**src/hw/rtl/perturbed_probe_hash_index_defines.svh**
```systemverilog
// Assertion macros shared by the hash index RTL.
`ifndef PERTURBED_PROBE_HASH_INDEX_DEFINES_SVH
`define PERTURBED_PROBE_HASH_INDEX_DEFINES_SVH

// Same-cycle implication, sampled on aclk, off during reset
`define PPI_ASSERT_NOW(label, ante, cons) \
    label: assert property (@(posedge aclk) disable iff (!aresetn) (ante) |-> (cons)) \
        else $error("ppi assertion failed");

// Next-cycle implication, sampled on aclk, off during reset
`define PPI_ASSERT_NEXT(label, ante, cons) \
    label: assert property (@(posedge aclk) disable iff (!aresetn) (ante) |=> (cons)) \
        else $error("ppi assertion failed");

`endif

```
**src/hw/rtl/ppi_pkg.sv**
```systemverilog
// Package: payload types, status and opcode codes, and sizing constants.
package ppi_pkg;

    localparam int DEFAULT_TABLE_DEPTH    = 1024;
    localparam int DEFAULT_MAX_CANDIDATES = 15;
    localparam int PERTURB_SHIFT          = 5;
    localparam int SIZE_LOG2_MIN          = 4;
    localparam int SIZE_LOG2_MAX          = 10;
    localparam int LIMIT_EXTRA            = 8;
    localparam int LOG2_W                 = 4;
    localparam int SLOT_W                 = 10;
    localparam int STATUS_W               = 3;

    localparam logic [LOG2_W-1:0] SIZE_LOG2_RESET = 4'd4;

    // Opcodes
    localparam logic OP_INSERT = 1'b0;
    localparam logic OP_LOOKUP = 1'b1;

    // Result status codes
    localparam logic [STATUS_W-1:0] STATUS_INSERTED  = 3'd0;
    localparam logic [STATUS_W-1:0] STATUS_CANDIDATE = 3'd1;
    localparam logic [STATUS_W-1:0] STATUS_END       = 3'd2;
    localparam logic [STATUS_W-1:0] STATUS_FULL      = 3'd3;
    localparam logic [STATUS_W-1:0] STATUS_OVERFLOW  = 3'd4;

    typedef struct packed {
        logic        opcode;
        logic [31:0] key_word;
        logic        key_last;
        logic [31:0] location;
    } in_item_t;

    typedef struct packed {
        logic [STATUS_W-1:0] status;
        logic [31:0]         location_found;
        logic [SLOT_W-1:0]   slot_index;
        logic [31:0]         key_hash;
        logic                last_result;
    } out_item_t;

    // One table row; location zero marks an empty slot
    typedef struct packed {
        logic [31:0] hash;
        logic [31:0] location;
    } slot_entry_t;

endpackage

```
**src/hw/rtl/ppi_step.sv**
```systemverilog
// Probe step unit: next perturb, next slot index and step-limit check.
module ppi_step #(
    parameter int IDX_W  = $clog2(ppi_pkg::DEFAULT_TABLE_DEPTH),
    parameter int STEP_W = $clog2((1 << IDX_W) + ppi_pkg::LIMIT_EXTRA + 1)
) (
    input  logic [IDX_W-1:0]  idx,
    input  logic [31:0]       perturb,
    input  logic [IDX_W-1:0]  mask,
    input  logic [STEP_W-1:0] steps,
    input  logic [STEP_W-1:0] limit,
    output logic [IDX_W-1:0]  next_idx,
    output logic [31:0]       next_perturb,
    output logic [STEP_W-1:0] next_steps,
    output logic              limit_hit
);

    logic [IDX_W-1:0] idx_x4;
    logic [IDX_W-1:0] idx_sum;

    // perturb shifts first, then feeds the index recurrence 5*i + 1 + perturb
    assign next_perturb = perturb >> ppi_pkg::PERTURB_SHIFT;
    assign idx_x4       = {idx[IDX_W-3:0], 2'b00};
    assign idx_sum      = idx_x4 + idx + IDX_W'(1) + next_perturb[IDX_W-1:0];
    assign next_idx     = idx_sum & mask;

    // Step counter and bound
    assign next_steps = steps + STEP_W'(1);
    assign limit_hit  = (next_steps == limit);

endmodule

```
**config.mk**
```make
export PLATFORM = sky130hd
export DESIGN_NAME = ppi_step
export DESIGN_NICKNAME = d
export VERILOG_FILES = /design/src/hw/rtl/perturbed_probe_hash_index_defines.svh /design/src/hw/rtl/ppi_pkg.sv /design/src/hw/rtl/ppi_step.sv
export SDC_FILE = /design/constraint.sdc
export NUM_CORES = 1
export LEC_CHECK = 0
export ABC_AREA = 1
export ABC_CLOCK_PERIOD_IN_PS = 3000
export BUFFER_PORTS_ARGS = -buffer_cell sky130_fd_sc_hd__buf_2
export CORE_ASPECT_RATIO = 0.7
export CORE_MARGIN = 2
export CORE_UTILIZATION = 41
export DETAILED_ROUTE_END_ITERATION = 12
export GPL_TIMING_DRIVEN = 0
export PLACE_DENSITY = 0.9
export SYNTH_ARGS = -nofsm -noshare
export SYNTH_HDL_FRONTEND = slang
export SYNTH_SLANG_ARGS = --single-unit
```
**constraint.sdc**
```tcl
create_clock -name vclk -period 3
set_input_delay 0.3 -clock vclk [all_inputs]
set_output_delay 0.3 -clock vclk [all_outputs]
set_load 0.03 [all_outputs]
```
==> flow_summary.ini <==
[clock_tree]
cts.hold.buffers_added = 0
cts_resized = 0
post-cts-setup-buffers = 0

[setup_path]
end_kind = output pin
critPathBufInv = 4
crit_arrival_ps = 2350
critPathTopFamily = adder cells
required_ps = 2700
crit_slowest_cell = fa_1
critPathLaunchType = primary input
cp_num_cells = 12
path_cells = buf_2, inv_1, fa_1, fa_1, inv_1, nand3_1, nand2_1, a21oi_1, o21ai_0, nor2_1, nor2_1, buf_2
startpoint = idx[0]
crit_type = primary input to output pin
critPathMaxFanout = 3
endpoint = next_idx[9]
max_stage_delay_ps = 530

[floorplan]
dieArea_mm2 = 0.00367
rows = 17
initial_core_util_pct = 42.1
fp.dieH_um = 51.3
ios = 128
chipWidth_um = 71.5
core_mm2 = 0.00311

[global_route]
grt_max_degree = 9
grt_pass1_wl_um = 5400
grt_pass1_vias = 1395
grt_use_total_pct = 17.6
gr-total-overflow = 0
antenna_found_initial = 0

[sta]
rsz0062_at_grt = false
setup_viol = 0
layout_worst_path_cycle_share_pct = 88.3
hold_viol = 0
finalCriticalPeriod_ps = 2650
fin_setup_tns_ps = 0
max_freq_mhz = 377
slew_violations = 0

[synthesis]
synth_area_mm2 = 0.00131
synth_warnings = 0
ys_seq_area_share_pct = 0
ys_types = 19
synthCells = 221
syn_avg_cell_area_um2 = 5.92

[route]
viasPerCell = 4.53
ant_nets = 0
wire_per_inst_um = 9.08
first_iter_violations = 39
route.vias.total = 1643
wl_um = 3300
drc = 0
firstDrtPassIters = 4

[cells_and_area]
seqCellArea_um2 = 0
area_delta_synth_final_pct = 43.0
nFlopsAndLatches = 0
final_cell_area_mm2 = 0.00187
nets = 420
n_antenna_cell = 0
drive_gt1_share_pct = 42.5
clkbuf_count = 0

[pwr]
pwr-share-comb_pct = 100.0
powerDensity_mw_per_mm2 = 236
switching_share_pct = 62.6
finalPower_mw = 0.442
intPower_mw = 0.165
vdd_drop_max_uv = 153
p_sw_mw = 0.277
seqPwrFrac_pct = 0
clock_power_share_pct = 0
leakagePower_nw = 1.23

[hold_path]
hp-class = primary input to output pin

[placement]
hpwlAfterDp_um = 3100
gp_congestion = 0.888
dpl-instance-area_mm2 = 0.00187
portBuffers = 100

[status]
status = finished, final reports clean

[flow_run]
drv_cap = 0
## cells by family after synthesis
group                    synth area share (%)
other                                   0.287
adder cells (fa/ha/maj)                  22.8
buffers and inverters                    31.3
XOR/XNOR                                 3.35
AO/OA/AOI/OAI                            9.18
AND/OR/NAND/NOR                          33.2
## cells in the final DEF, fill, tap and decap left out, drive strengths merged
cell type | synthesis | routed
xnor2 | 3 | 3
nand3 | 23 | 23
nand3b | 1 | 1
ha | 11 | 11
nand2 | 50 | 50
inv | 43 | 43
fa | 8 | 8
o21ai | 8 | 8
xor2 | 2 | 2
o21bai | 1 | 1
conb | 1 | 5
a21oi | 13 | 13
buf | 33 | 133
nand4 | 5 | 5
and3 | 1 | 1
a21o | 1 | 1
nor2 | 17 | 17
## final cells by class
type               count  area (µm²)
inverters             43         161
repair buffers       100         500
multi-input cells    149         915
plain buffers         33         248
fillers              321        1230
well taps             38        47.5
## power groups by stage
stage	registers, mW	clock network (mW)	logic, mW
after CTS	0	0	0.445
after global routing	0	0	0.497
final	0	0	0.442
after floorplan	0	0	0.320
after global placement	0	0	0.434
after detailed placement	0	0	0.443
## routing by layer
metal	wire length, µm	GRT usage [%]
met1	1430	24.5
met4	7	1.26
met5	0	0
met3	309	0.592
met2	1550	31.5
## synth_stat cells, drive strengths merged
| master | n | share of area [%] |
|---|---|---|
| conb | 1 | 0.29 |
| a21oi | 13 | 5.0 |
| o21bai | 1 | 0.57 |
| nand3b | 1 | 0.57 |
| nor2 | 17 | 6.0 |
| and3 | 1 | 0.48 |
| inv | 43 | 12 |
| ha | 11 | 11 |
| o21ai | 8 | 3.1 |
| a21o | 1 | 0.57 |
| nand3 | 23 | 8.8 |
| buf | 33 | 19 |
| xor2 | 2 | 1.3 |
| xnor2 | 3 | 2.0 |
| nand4 | 5 | 2.4 |
| nand2 | 50 | 15 |
| fa | 8 | 12 |
## metrics by stage
step | util, % | hold WS [ps] | setup slack [ps] | std cells
2_1_floorplan | - | 732 | 443 | 225
3_3_place_gp | 60.3 | 851 | 354 | 363
3_5_place_dp | 60.3 | 850 | 334 | 363
4_1_cts | 60.3 | 850 | 322 | 363
5_1_grt | 60.3 | 854 | 28.7 | 363
6_report | 60.3 | 849 | 350 | 363
## worst min path at each step
stage                 from  cells after the start          endpoint
6_report       perturb[21]                      2  next_perturb[16]
5_1_grt        perturb[27]                      2  next_perturb[22]
4_1_cts        perturb[21]                      2  next_perturb[16]
3_5_place_dp   perturb[21]                      2  next_perturb[16]
3_3_place_gp   perturb[28]                      2  next_perturb[23]
2_1_floorplan   perturb[5]                      1   next_perturb[0]
(Power assumes the default switching activity.)
